`config.mk`:
```
export PLATFORM = sky130hd
export DESIGN_NAME = discrete_gaussian_bernoulli_sampler_core
export DESIGN_NICKNAME = d
export VERILOG_FILES = /design/src/hw/rtl/dgbs_pkg.sv /design/src/hw/rtl/dgbs_front.sv /design/src/hw/rtl/dgbs_fifo.sv /design/src/hw/rtl/dgbs_back.sv /design/src/hw/rtl/discrete_gaussian_bernoulli_sampler_core.sv
export VERILOG_INCLUDE_DIRS = /design/src /design/src/hw/rtl
export SDC_FILE = /design/constraint.sdc
export NUM_CORES = 2
export LEC_CHECK = 0
export BUFFER_PORTS_ARGS = -buffer_cell sky130_fd_sc_hd__buf_4
export CORE_MARGIN = 1.5
export CORE_UTILIZATION = 40
export DETAILED_ROUTE_END_ITERATION = 8
export HOLD_SLACK_MARGIN = 0.02
export RECOVER_POWER = 25
export SYNTH_ARGS = -nofsm -noshare
export SYNTH_HDL_FRONTEND = slang
export SYNTH_SLANG_ARGS = --single-unit
```
`constraint.sdc`:
```
create_clock -name clk -period 23.2 [get_ports clk]
set_clock_uncertainty 0.2 [all_clocks]
set_input_delay 4.64 -clock clk [delete_from_list [all_inputs] [get_ports clk]]
set_output_delay 4.64 -clock clk [all_outputs]
set_load 0.005 [all_outputs]
```
`src/hw/rtl/assert_macros.svh`:
```
// Assertion helpers; empty under synthesis.
`ifndef ASSERT_MACROS_SVH
`define ASSERT_MACROS_SVH
`ifndef SYNTHESIS
`define ASSERT_AT(lbl, clk, rstn, prop, msg) \
  lbl: assert property (@(posedge clk) disable iff (!rstn) (prop)) else $error(msg);
`define ASSERT_NEVER(lbl, clk, rstn, cond, msg) \
  lbl: assert property (@(posedge clk) disable iff (!rstn) !(cond)) else $error(msg);
`else
`define ASSERT_AT(lbl, clk, rstn, prop, msg)
`define ASSERT_NEVER(lbl, clk, rstn, cond, msg)
`endif
`endif

```
`src/hw/rtl/dgbs_pkg.sv`:
```
package dgbs_pkg;

  localparam int MU           = 64;
  localparam int KAP          = 8;
  localparam int EXP_BITS     = 16;
  localparam int TRIALS       = 1024;
  localparam int SIGMA_CENTER = 4;

  localparam int WORD_W     = 64;
  localparam int IDX_W      = 5;
  localparam int SAMPLE_W   = 10;
  localparam int SIDX_W     = 11;
  localparam int IN_DATA_W  = ((IDX_W + WORD_W + 7) / 8) * 8;
  localparam int OUT_DATA_W = ((SAMPLE_W + SIDX_W + 7) / 8) * 8;

  localparam int TABLE_DEPTH = 1 + KAP + EXP_BITS;
  localparam int TIDX_W      = $clog2(TABLE_DEPTH);
  localparam int SIGN_PHASE  = KAP + EXP_BITS + 1;
  localparam int PH_W        = $clog2(SIGN_PHASE + 1);
  localparam int TR_W        = $clog2(TRIALS + 1);
  localparam int MAG_W       = KAP + 1;
  localparam int DIFF_W      = MAG_W + 1;
  localparam int SQ_W        = 2 * DIFF_W;
  localparam int SQ_EXT_W    = 2 ** PH_W;

  localparam int FIFO_DEPTH = 4;
  localparam int FIFO_AW    = $clog2(FIFO_DEPTH);
  localparam int FIFO_CW    = $clog2(FIFO_DEPTH + 1);

  typedef enum logic {
    FUNC_LOAD = 1'b0,
    FUNC_RAND = 1'b1
  } func_t;

  typedef struct packed {
    func_t             kind;
    logic [PH_W-1:0]   slot;
    logic              last;
    logic [WORD_W-1:0] word;
  } entry_t;

  typedef struct packed {
    logic full;
    logic empty;
  } fifo_stat_t;

endpackage

```
`src/hw/rtl/dgbs_front.sv`:
```
module dgbs_front (
  input  logic                            clk,
  input  logic                            rst_n,
  input  logic                            in_tvalid,
  output logic                            in_tready,
  input  logic [dgbs_pkg::IN_DATA_W-1:0]  in_tdata,   // table_index, word
  input  logic                            in_tuser,   // func
  input  dgbs_pkg::fifo_stat_t            stat,
  output logic                            push,
  output dgbs_pkg::entry_t                push_data
);

  logic [dgbs_pkg::PH_W-1:0]   phase_r, phase_nxt;
  logic [dgbs_pkg::TR_W-1:0]   trial_r, trial_nxt;
  logic [dgbs_pkg::IDX_W-1:0]  idx;
  logic                        acc;
  logic                        is_load;
  logic                        load_ok;
  logic                        done;

  assign idx       = in_tdata[dgbs_pkg::IDX_W-1:0];
  assign in_tready = ~stat.full;
  assign acc       = in_tvalid & ~stat.full;
  assign is_load   = (dgbs_pkg::func_t'(in_tuser) == dgbs_pkg::FUNC_LOAD);
  assign load_ok   = (32'(idx) < 32'(dgbs_pkg::TABLE_DEPTH));
  assign done      = (trial_r == dgbs_pkg::TR_W'(dgbs_pkg::TRIALS));
  assign push      = acc & (is_load ? load_ok : ~done);

  always_comb begin
    push_data.kind = dgbs_pkg::func_t'(in_tuser);
    push_data.slot = is_load ? dgbs_pkg::PH_W'(idx) : phase_r;
    push_data.last = (trial_r == dgbs_pkg::TR_W'(dgbs_pkg::TRIALS - 1));
    push_data.word = in_tdata[dgbs_pkg::IDX_W +: dgbs_pkg::WORD_W];
  end

  always_comb begin
    phase_nxt = phase_r;
    trial_nxt = trial_r;
    if (acc && !is_load && !done) begin
      if (phase_r == dgbs_pkg::PH_W'(dgbs_pkg::SIGN_PHASE)) begin
        phase_nxt = '0;
        trial_nxt = trial_r + 1'b1;
      end else begin
        phase_nxt = phase_r + 1'b1;
      end
    end
  end

  always_ff @(posedge clk) begin
    if (!rst_n) begin
      phase_r <= '0;
      trial_r <= '0;
    end else begin
      phase_r <= phase_nxt;
      trial_r <= trial_nxt;
    end
  end

endmodule

```
`src/hw/rtl/dgbs_fifo.sv`:
```
`include "assert_macros.svh"

module dgbs_fifo (
  input  logic                 clk,
  input  logic                 rst_n,
  input  logic                 push,
  input  dgbs_pkg::entry_t     push_data,
  input  logic                 pop,
  output dgbs_pkg::entry_t     head,
  output dgbs_pkg::fifo_stat_t stat
);

  dgbs_pkg::entry_t                 mem_r [dgbs_pkg::FIFO_DEPTH];
  logic [dgbs_pkg::FIFO_AW-1:0]     wr_r, wr_nxt;
  logic [dgbs_pkg::FIFO_AW-1:0]     rd_r, rd_nxt;
  logic [dgbs_pkg::FIFO_CW-1:0]     cnt_r, cnt_nxt;

  assign head       = mem_r[rd_r];
  assign stat.empty = (cnt_r == '0);
  assign stat.full  = (cnt_r == dgbs_pkg::FIFO_CW'(dgbs_pkg::FIFO_DEPTH));

  always_comb begin
    wr_nxt  = push ? wr_r + 1'b1 : wr_r;
    rd_nxt  = pop ? rd_r + 1'b1 : rd_r;
    cnt_nxt = cnt_r;
    if (push && !pop) begin
      cnt_nxt = cnt_r + 1'b1;
    end else if (pop && !push) begin
      cnt_nxt = cnt_r - 1'b1;
    end
  end

  always_ff @(posedge clk) begin
    if (push) begin
      mem_r[wr_r] <= push_data;
    end
  end

  always_ff @(posedge clk) begin
    if (!rst_n) begin
      wr_r  <= '0;
      rd_r  <= '0;
      cnt_r <= '0;
    end else begin
      wr_r  <= wr_nxt;
      rd_r  <= rd_nxt;
      cnt_r <= cnt_nxt;
    end
  end

  `ASSERT_NEVER(a_no_push_full, clk, rst_n, push && stat.full, "push into full queue")
  `ASSERT_NEVER(a_no_pop_empty, clk, rst_n, pop && stat.empty, "pop from empty queue")
  `ASSERT_AT(a_cnt_grow, clk, rst_n, push && !pop |=> cnt_r == $past(cnt_r) + 1'b1, "count slip")
  `ASSERT_AT(a_ptr_track, clk, rst_n, (wr_r - rd_r) == dgbs_pkg::FIFO_AW'(cnt_r), "pointer slip")

endmodule

```
`src/hw/rtl/dgbs_back.sv`:
```
module dgbs_back (
  input  logic                             clk,
  input  logic                             rst_n,
  input  dgbs_pkg::entry_t                 head,
  input  dgbs_pkg::fifo_stat_t             stat,
  output logic                             pop,
  output logic                             out_tvalid,
  input  logic                             out_tready,
  output logic [dgbs_pkg::OUT_DATA_W-1:0]  out_tdata,  // sample, sample_index
  output logic                             out_tuser,  // accepted
  output logic                             out_tlast   // last_trial
);

  function automatic logic bernoulli(input logic [dgbs_pkg::WORD_W-1:0] prob,
                                     input logic [dgbs_pkg::WORD_W-1:0] rnd);
    logic [dgbs_pkg::WORD_W-1:0] mask;
    logic [dgbs_pkg::WORD_W-1:0] diff;
    logic [dgbs_pkg::WORD_W-1:0] lowest;
    mask   = {dgbs_pkg::WORD_W{1'b1}} >> (dgbs_pkg::WORD_W - dgbs_pkg::MU);
    diff   = (prob ^ rnd) & mask;
    lowest = diff & (~diff + 1'b1);
    return (diff == '0) | (|(prob & lowest));
  endfunction

  logic [dgbs_pkg::WORD_W-1:0]     table_r [dgbs_pkg::TABLE_DEPTH];
  logic                            laplace_r, laplace_nxt;
  logic [dgbs_pkg::KAP-1:0]        geo_r, geo_nxt;
  logic [dgbs_pkg::MAG_W-1:0]      mag_r, mag_nxt;
  logic                            acc_r, acc_nxt;
  logic [dgbs_pkg::SIDX_W-1:0]     acnt_r, acnt_nxt;
  logic                            ovalid_r, ovalid_nxt;
  logic [dgbs_pkg::SAMPLE_W-1:0]   osample_r, osample_nxt;
  logic                            oacc_r, oacc_nxt;
  logic [dgbs_pkg::SIDX_W-1:0]     osidx_r, osidx_nxt;
  logic                            olast_r, olast_nxt;

  logic [dgbs_pkg::TIDX_W-1:0]     rd_idx;
  logic [dgbs_pkg::WORD_W-1:0]     prob;
  logic                            bit_b;
  logic                            is_rand;
  logic                            is_sign;
  logic [dgbs_pkg::PH_W-1:0]       gi;
  logic [dgbs_pkg::PH_W-1:0]       ei;
  logic signed [dgbs_pkg::DIFF_W-1:0] d;
  logic signed [dgbs_pkg::SQ_W-1:0]   sq;
  logic [dgbs_pkg::SQ_EXT_W-1:0]   sq_ext;
  logic [dgbs_pkg::SAMPLE_W-1:0]   mag_ext;

  assign is_rand = (head.kind == dgbs_pkg::FUNC_RAND);
  assign is_sign = is_rand && (head.slot == dgbs_pkg::PH_W'(dgbs_pkg::SIGN_PHASE));
  assign pop     = ~stat.empty & (~is_sign | ~ovalid_r | out_tready);

  assign rd_idx = (32'(head.slot) < 32'(dgbs_pkg::TABLE_DEPTH))
                  ? head.slot[dgbs_pkg::TIDX_W-1:0] : '0;
  assign prob   = table_r[rd_idx];
  assign bit_b  = bernoulli(prob, head.word);

  assign gi      = head.slot - 1'b1;
  assign ei      = head.slot - dgbs_pkg::PH_W'(dgbs_pkg::KAP + 1);
  assign d       = $signed({1'b0, mag_r}) - $signed(dgbs_pkg::DIFF_W'(dgbs_pkg::SIGMA_CENTER));
  assign sq      = d * d;
  assign sq_ext  = dgbs_pkg::SQ_EXT_W'($unsigned(sq));
  assign mag_ext = dgbs_pkg::SAMPLE_W'(mag_r);

  always_comb begin
    laplace_nxt = laplace_r;
    geo_nxt     = geo_r;
    mag_nxt     = mag_r;
    acc_nxt     = acc_r;
    acnt_nxt    = acnt_r;
    osample_nxt = osample_r;
    oacc_nxt    = oacc_r;
    osidx_nxt   = osidx_r;
    olast_nxt   = olast_r;
    ovalid_nxt  = ovalid_r & ~out_tready;
    if (pop && is_rand) begin
      if (head.slot == '0) begin
        laplace_nxt = bit_b;
      end else if (32'(head.slot) <= 32'(dgbs_pkg::KAP)) begin
        geo_nxt = geo_r | (dgbs_pkg::KAP'(bit_b) << gi);
        if (head.slot == dgbs_pkg::PH_W'(dgbs_pkg::KAP)) begin
          mag_nxt = laplace_r ? '0 : dgbs_pkg::MAG_W'(geo_nxt) + 1'b1;
        end
      end else if (!is_sign) begin
        if (sq_ext[ei] && !bit_b) begin
          acc_nxt = 1'b0;
        end
      end else begin
        osample_nxt = head.word[0] ? (~mag_ext + 1'b1) : mag_ext;
        oacc_nxt    = acc_r;
        osidx_nxt   = acnt_r;
        olast_nxt   = head.last;
        ovalid_nxt  = 1'b1;
        acnt_nxt    = acnt_r + dgbs_pkg::SIDX_W'(acc_r);
        acc_nxt     = 1'b1;
        laplace_nxt = 1'b0;
        geo_nxt     = '0;
        mag_nxt     = '0;
      end
    end
  end

  always_ff @(posedge clk) begin
    if (pop && !is_rand) begin
      table_r[rd_idx] <= head.word;
    end
  end

  always_ff @(posedge clk) begin
    osample_r <= osample_nxt;
    oacc_r    <= oacc_nxt;
    osidx_r   <= osidx_nxt;
    olast_r   <= olast_nxt;
  end

  always_ff @(posedge clk) begin
    if (!rst_n) begin
      laplace_r <= 1'b0;
      geo_r     <= '0;
      mag_r     <= '0;
      acc_r     <= 1'b1;
      acnt_r    <= '0;
      ovalid_r  <= 1'b0;
    end else begin
      laplace_r <= laplace_nxt;
      geo_r     <= geo_nxt;
      mag_r     <= mag_nxt;
      acc_r     <= acc_nxt;
      acnt_r    <= acnt_nxt;
      ovalid_r  <= ovalid_nxt;
    end
  end

  assign out_tvalid = ovalid_r;
  assign out_tuser  = oacc_r;
  assign out_tlast  = olast_r;
  assign out_tdata  = dgbs_pkg::OUT_DATA_W'({osidx_r, osample_r});

endmodule

```
`src/hw/rtl/discrete_gaussian_bernoulli_sampler_core.sv`:
```
// Throughput: one input item per cycle while the queue is not full; out_tready low
// stalls only sign items. A sign item is written into the queue, then popped after the
// items queued ahead of it, which registers its result and raises out_tvalid.
// Load and Bernoulli items give no result; a 4-entry queue decouples the front.
// Reset: synchronous, active low; clears phase, counters and output valid.
// The probability table has no reset and must be loaded before use.
module discrete_gaussian_bernoulli_sampler_core (
  input  logic                             clk,
  input  logic                             rst_n,
  input  logic                             in_tvalid,
  output logic                             in_tready,
  input  logic [dgbs_pkg::IN_DATA_W-1:0]   in_tdata,   // table_index, word
  input  logic                             in_tuser,   // func
  output logic                             out_tvalid,
  input  logic                             out_tready,
  output logic [dgbs_pkg::OUT_DATA_W-1:0]  out_tdata,  // sample, sample_index
  output logic                             out_tuser,  // accepted
  output logic                             out_tlast   // last_trial
);

  logic                 push;
  logic                 pop;
  dgbs_pkg::entry_t     push_data;
  dgbs_pkg::entry_t     head;
  dgbs_pkg::fifo_stat_t stat;

  dgbs_front u_front (
    .clk       (clk),
    .rst_n     (rst_n),
    .in_tvalid (in_tvalid),
    .in_tready (in_tready),
    .in_tdata  (in_tdata),
    .in_tuser  (in_tuser),
    .stat      (stat),
    .push      (push),
    .push_data (push_data)
  );

  dgbs_fifo u_fifo (
    .clk       (clk),
    .rst_n     (rst_n),
    .push      (push),
    .push_data (push_data),
    .pop       (pop),
    .head      (head),
    .stat      (stat)
  );

  dgbs_back u_back (
    .clk        (clk),
    .rst_n      (rst_n),
    .head       (head),
    .stat       (stat),
    .pop        (pop),
    .out_tvalid (out_tvalid),
    .out_tready (out_tready),
    .out_tdata  (out_tdata),
    .out_tuser  (out_tuser),
    .out_tlast  (out_tlast)
  );

endmodule

```
=== Word-level counts from Yosys, hierarchy flattened ===
Memories as Yosys holds them, arrays and structs flattened. A register that Yosys moved wholly into a read port is not among the register bits.
Cells that the tools add are included.

* Latch bits: 0
* Memory bits (writable): 1,884
* Register bits after elaboration: 77
* Word-level logic and storage cells: 123
* Memories kept: 2
* Output and inout bits: 28
* ROM bits: 0

* Eq/ne operators: 8
* Reduce and logical (&&, ||, !) cells: 27
* Multipliers: 1
* Shifts and indexed selects: 1
* Order comparisons: 4
* $add $sub $neg: 13
* Divide/modulo/power cells: 0
* Bitwise logic cells: 21
* Multiplexer cells: 30

{| class="wikitable"
|+ Memory list
! memory !! depth !! bits a word !! read ports !! clocked after memory_dff !! write ports !! RTL line !! RTL
|-
| u_back.table_r || 25 || 64 || 1 || 0 || 1 || dgbs_back.sv:25 || <nowiki>logic [dgbs_pkg::WORD_W-1:0] table_r [dgbs_pkg::TABLE_DEPTH];</nowiki>
|-
| u_fifo.mem_r || 4 || 71 || 1 || 1 || 1 || dgbs_fifo.sv:13 || <nowiki>dgbs_pkg::entry_t mem_r [dgbs_pkg::FIFO_DEPTH];</nowiki>
|}

{| class="wikitable"
|+ Operators by type and width
! cell !! number
|-
| $and A64 B64 Y64 || 2
|-
| $add A64 B1 Y64 const B || 1
|-
| $logic_not A64 Y1 || 1
|-
| $not A64 Y64 || 1
|-
| $reduce_or A64 Y1 || 1
|-
| $xor A64 B64 Y64 || 1
|-
| $mux W9 || 5
|-
| $mul A10 B10 Y20 || 1
|-
| $mux W8 || 2
|-
| $mux W1 || 15
|-
| $mux W5 || 3
|-
| $reduce_and A4 Y1 || 3
|-
| $add A11 B1 Y11 || 1
|-
| $add A11 B1 Y11 const B || 1
|-
| $eq A11 B10 Y1 const B || 1
|-
| $eq A11 B11 Y1 const B || 1
|-
| $add A10 B1 Y10 const B || 1
|-
| $eq A5 B5 Y1 const B || 2
|-
| $lt A5 B5 Y1 const B || 2
|-
| $not A9 Y10 || 1
|-
| $sub A9 B3 Y10 const B || 1
|-
| $add A8 B1 Y9 const B || 1
|-
| $logic_and A1 B1 Y1 || 8
|-
| $not A1 Y1 || 8
|-
| other kinds (25) || 41
|}

=== Logic depth before layout (Yosys ltp) ===
An unclocked memory read counts as a cell.

* Word-level depth: 16
* Depth in mapped cells: 34

=== Hierarchy ===
From an unflattened synthesis, not the netlist that was laid out.

* Cell total of the unflattened synthesis: 5,066
* Area total of the unflattened synthesis: 81,570.7 um2

{| class="wikitable"
|+ Modules (own cells, without submodules)
! module !! cells an instance !! area an instance (um2) !! times used
|-
| dgbs_back || 4,478 || 69,360.3 || 1
|-
| dgbs_fifo || 414 || 10,766.6 || 1
|-
| dgbs_front || 174 || 1,443.9 || 1
|}

=== Worst setup path before layout ===
No wires, ideal clock.

* Path type: input to register
* Start point: input port out_tready
* End point: memory u_back.table_r[24][0] (netlist name), enable pin
* Setup time: 0.565 ns
* Stages: 4
* Data arrival time: 9.456 ns
* Slack: 12.979 ns
* Cells stage by stage: nand2b_1 -> o32a_1 -> inv_1 -> nor3_1

* Word-level cells in the longest chain between the ends: 5

{| class="wikitable"
|+ Ends and longest elaborated chain
! item !! RTL line !! RTL
|-
| start: declaration || discrete_gaussian_bernoulli_sampler_core.sv:15 || <nowiki>input logic out_tready,</nowiki>
|-
| $or A1 B1 Y1 || dgbs_back.sv:51 || <nowiki>assign pop = ~stat.empty & (~is_sign | ~ovalid_r | out_tready);</nowiki>
|-
| $and A1 B1 Y1 || dgbs_back.sv:51 ||
|-
| $logic_and A1 B1 Y1 || dgbs_back.sv:104 || <nowiki>if (pop && !is_rand) begin</nowiki>
|-
| $mux W1 || dgbs_back.sv:104 ||
|-
| $mux W1 (not written as such) || dgbs_back.sv:105 || <nowiki>table_r[rd_idx] <= head.word;</nowiki>
|-
| end: declaration || dgbs_back.sv:25 ||
|}

No other way between the ends.

==> out/results.txt <==
The endpoint arrival time on the critical path is 11.96 ns. The synthesized-area fraction occupied by ao, oa, aoi and oai cells came out at 9.12%. STA classifies the critical path startpoint as a flip-flop. Adding up every negative setup slack in the final design gives 0 ns. The tools report the TritonCTS buffer count as 196. Walking the worst path, the cells encountered are clkbuf_1 > mux4_2 > nand2_2 > nand2_8 > buf_4 > buf_4 > o221ai_1 > a222oi_1 > nand3_1 > xor2_1 > nand3_1 > nor4b_2 > a221oi_1 > buf_4 > o211ai_1 > a211o_1 > a211o_4 > a41o_1 > ha_1 > nand2_1 > nor2_1 > xnor2_1 > a32o_1. For the initial core utilization, the log shows 40.3%.

The worst setup path is of the reg2reg kind. The number of antenna violations at the first check in global routing is 4, and the die extent in y is 452 microns. Cell with the most instances after synthesis: sky130_fd_sc_hd__edfxtp_1. Yosys mapped a number of flops with a built-in enable equal to 1907. The routed layout has 46500 vias. For flop-to-flop paths, the worst setup slack is 11.73 ns. The count of port buffers added during placement works out to 98.

In this run the number of H-tree levels came out at 4. After synthesis, the netlist uses 108 different library cells. The logs give 4908 for the DRC violation total after the first TritonRoute iteration and 125 for the total count of max-transition violations in the final report. Max-cap violations in this run came to 5.

The slowest library cell on the worst path was sky130_fd_sc_hd__clkbuf_1. Synthesis handed over a netlist of 4959 instances. Together, buffers and inverters on the worst path number 4. The simple-gate area share of the yosys netlist is 5.56%, and the multiplexer fraction of the synthesized cell area is 6.10%. The quantity of hold-fixing buffers added after cts was 0; the clock transition time at the flip-flop clock pins of the worst setup and hold paths was 0.06 ns. The maximum number of pins on one net before global-route repair was 105. The total global-route track usage is 21.2%. Once detail routing completed, the nets flagged for antenna violations numbered 0.

Counting along the longest clock path gives a buffer depth of 3. The first global-routing pass estimated 319 mm of wire. The number of placed instances, taps included is 7553. The largest single stage delay on the critical path is 1.66 ns. The average instance area after synthesis works out to 16.3 sq um. After synthesis, the most frequently instantiated cells are sky130_fd_sc_hd__edfxtp_1 (1907), sky130_fd_sc_hd__nand2_1 (385), sky130_fd_sc_hd__mux2i_1 (259).

The post-route netlist has 13.6% of its cells at a drive strength greater than 1. Across the VDD grid, the largest voltage drop is 0.135 mV. The tools report the number of hold-slack violations in the final timing report as 0.

OpenSTA, run right after detailed placement, puts the worst setup slack at 13.26 ns. The worst hold path was traced through 0 stages. The post-route DRC violation count is 0.

The worst path meets setup with 11.73 ns of slack. In this run the number of cells on the critical path is 23. STA classifies the critical path endpoint as a flip-flop. For the warning count from the yosys run, the log shows 0.

Dividing the detail-routed via count by the number of cells gives 5.87. The run gives 0 as the total of cells resized after clock tree synthesis. The run gives 23.69 ns as the required time reported for the critical path endpoint.

The die covers 205000 sq um. The logs give 46200 for the number of global-route vias before repair and 0.0872 GHz for the maximum operating frequency. Buffers added to address setup during post-CTS repair amount to 0.

For this design the ratio of total power to cell area is 132 nW/um^2. In this design, the critical path's most frequently occurring cell is sky130_fd_sc_hd__buf_4. CTS placed an instance of sky130_fd_sc_hd__clkbuf_16 at the clock tree root. After synthesis the cells add up to 80800 sq um. The final reports fail on max-capacitance violations, max-slew violations.

In the post-synthesis netlist, the biggest area contributors are sky130_fd_sc_hd__edfxtp_1 (71%), sky130_fd_sc_hd__mux2i_1 (3.2%), sky130_fd_sc_hd__o221ai_1 (2.1%), sky130_fd_sc_hd__fa_1 (2.0%), sky130_fd_sc_hd__mux4_2 (2.0%). Sequential cells were found to cover 72.3% of the synthesized design area. 105 I/O pins were placed.

For the worst hold margin, the log shows 0.250 ns. Wires add up to 220 mm. The analysis attributes to cell leakage a power of 29.6 nW. The die is 452 microns wide.

The xor/xnor cell area share of the yosys netlist came out at 0.998%. Summing internal, switching and leakage power gives 12.0 mW. The cell family contributing the most delay on the critical path is simple AND/OR/NAND/NOR gates. The congestion estimate from routability-driven global placement came to 0.824.

The run finished, with violations left. The post-route minimum period works out to 11.47 ns. Setup repair after global routing left no endpoint under its margin.

The async set or reset register ratio after synthesis is 0%. In this run, synthesis produced a sequential element count of 1963. The worst hold path class is reg2reg. The run gives 0 as the number of setup violations in the final report. Number of cells in the finished layout apart from fillers: 7911. Relative to the synthesized area, the layout overhead comes to 12.5%. The placed wire-length estimate after detailed placement is 119 mm. After synthesis, the largest family of logic cells by area is compound AO/OA/AOI/OAI gates. The number of cells on the worst reg-to-reg path is 23.

The run gives 200000 sq um as the area of the core region. The run gives 164 as the row count. The detailed-route wire length per cell was 27.8 microns; the area share of the leading cell type in the synthesized netlist was 70.9%.

Of all nets on the critical path, the largest fanout is 62. At the pin with the least slew margin, the transition time is 2.38 ns. For the worst-skew pair, the clock arrives at the later sink with an insertion delay of 0.87 ns.

TritonCTS built the clock tree. Before antenna repair, the detailed router went through 8 iterations. In this run the tightest slew margin relative to its limit is -58.6%. For this design, the sink count on the clock tree is 1963.

The net count of the finished layout is 5319. The fraction of the mapped netlist area in adder cells works out to 3.10%. Global routing finished with a remaining overflow of 0. Fraction of the cycle the final worst path needs: 49.5%.

Most instantiated flip-flop cell in the synthesis netlist: sky130_fd_sc_hd__edfxtp_1. The cell type with the largest total area after synthesis was sky130_fd_sc_hd__edfxtp_1.
==> final cells by class <==
type	instances	area, sq um
Sequential cell	1963	58400
Fill cell	17400	109000
Multi-Input combinational cell	2557	20400
Antenna cell	2	5.00
Timing Repair Buffer	217	1650
Inverter	160	602
Clock inverter	124	1430
Tap cell	2656	3320
Clock buffer	232	5080
==> worst reg2reg max path: stages, from the launching register on <==
cell and delay [ns]:
sky130_fd_sc_hd__dfxtp_1 1.46, sky130_fd_sc_hd__clkbuf_1 1.67, sky130_fd_sc_hd__mux4_2 0.94, sky130_fd_sc_hd__nand2_2 0.46, sky130_fd_sc_hd__nand2_8 0.56, sky130_fd_sc_hd__buf_4 0.63
sky130_fd_sc_hd__buf_4 0.50, sky130_fd_sc_hd__o221ai_1 0.24, sky130_fd_sc_hd__a222oi_1 0.59, sky130_fd_sc_hd__nand3_1 0.22, sky130_fd_sc_hd__xor2_1 0.27, sky130_fd_sc_hd__nand3_1 0.46
sky130_fd_sc_hd__nor4b_2 1.02, sky130_fd_sc_hd__a221oi_1 0.14, sky130_fd_sc_hd__buf_4 0.25, sky130_fd_sc_hd__o211ai_1 0.11, sky130_fd_sc_hd__a211o_1 0.28, sky130_fd_sc_hd__a211o_4 0.31
sky130_fd_sc_hd__a41o_1 0.27, sky130_fd_sc_hd__ha_1 0.18, sky130_fd_sc_hd__nand2_1 0.11, sky130_fd_sc_hd__nor2_1 0.14, sky130_fd_sc_hd__xnor2_1 0.08, sky130_fd_sc_hd__a32o_1 0.25
==> metrics by stage <==
stage	utilization [%]	area, sq um
2_1_floorplan	-	80800
5_1_grt	45.4	90900
6_report	45.4	90900
4_1_cts	45.4	90900
3_5_place_dp	42.1	84400
3_3_place_gp	42.1	84400
==> path summary, 6_finish.rpt <==
path	endpoint	startpoint
setup / recovery	u_back.mag_r[4]	flip-flop
hold / removal	u_back.osidx_r[10]	u_back.acnt_r[10]
setup reg to reg	u_back.mag_r[4]	flip-flop
hold reg to reg	u_back.osidx_r[10]	u_back.acnt_r[10]
==> logic make-up after synthesis <==
logic type | count (synthesis)
and+or+nand+nor | 937
buffers and inverters | 445
AOI/OAI and AO/OA | 973
muxes | 394
DFF | 1963
adders and majority gates | 153
other | 2
xor gates and xnor gates | 92
==> routing by layer <==
metal	up-vias	wire (microns)	global-route usage (%)
met2	1881	106000	35.2
met5	-	27	0
met3	395	16500	3.52
met4	4	6620	6.54
met1	24200	90200	28.5
li1	20000	-	-
==> where the power goes <==
| part | internal [mW] | switching, mW | leakage, nW |
|---|---|---|---|
| clock | 1.82 | 1.38 | 3.15 |
| sequential | 4.53 | 0.0631 | 17.7 |
| combinational | 1.25 | 2.97 | 8.81 |
| total | 7.60 | 4.41 | 29.6 |
==> state kept, by name, indices dropped and copies added (netlist names), named ones only <==
signal and count:
u_back.out_tvalid 1, u_back.acc_r 1, u_back.mag_r 9, u_back.osidx_r 11, u_fifo.wr_r 2, u_fifo.cnt_r 3, u_back.table_r 1600, u_back.osample_r 10
u_fifo.rd_r 2, u_back.out_tlast 1, u_back.out_tuser 1, u_front.trial_r 11, u_back.acnt_r 11, u_front.phase_r 5, u_back.laplace_r 1, u_fifo.mem_r 284
u_back.geo_r 8
==> cell usage in the layout (no fill, tap or decap), drive strengths merged, types with 33 or more instances in the layout <==
master / instances
o32a: 34
o21ai: 157
clkbuf: 237
clkinv: 92
nand2: 387
a22oi: 33
nor2: 196
inv: 165
xnor2: 65
o221ai: 201
nand4: 51
and2: 34
mux4: 72
mux2i: 259
a21oi: 118
nor3: 39
o22ai: 43
ha: 66
mux2: 63
buf: 212
dfxtp: 56
nor2b: 66
o32ai: 111
edfxtp: 1907
a211oi: 59
fa: 81
Note: power is estimated with default switching activity, not from simulation.
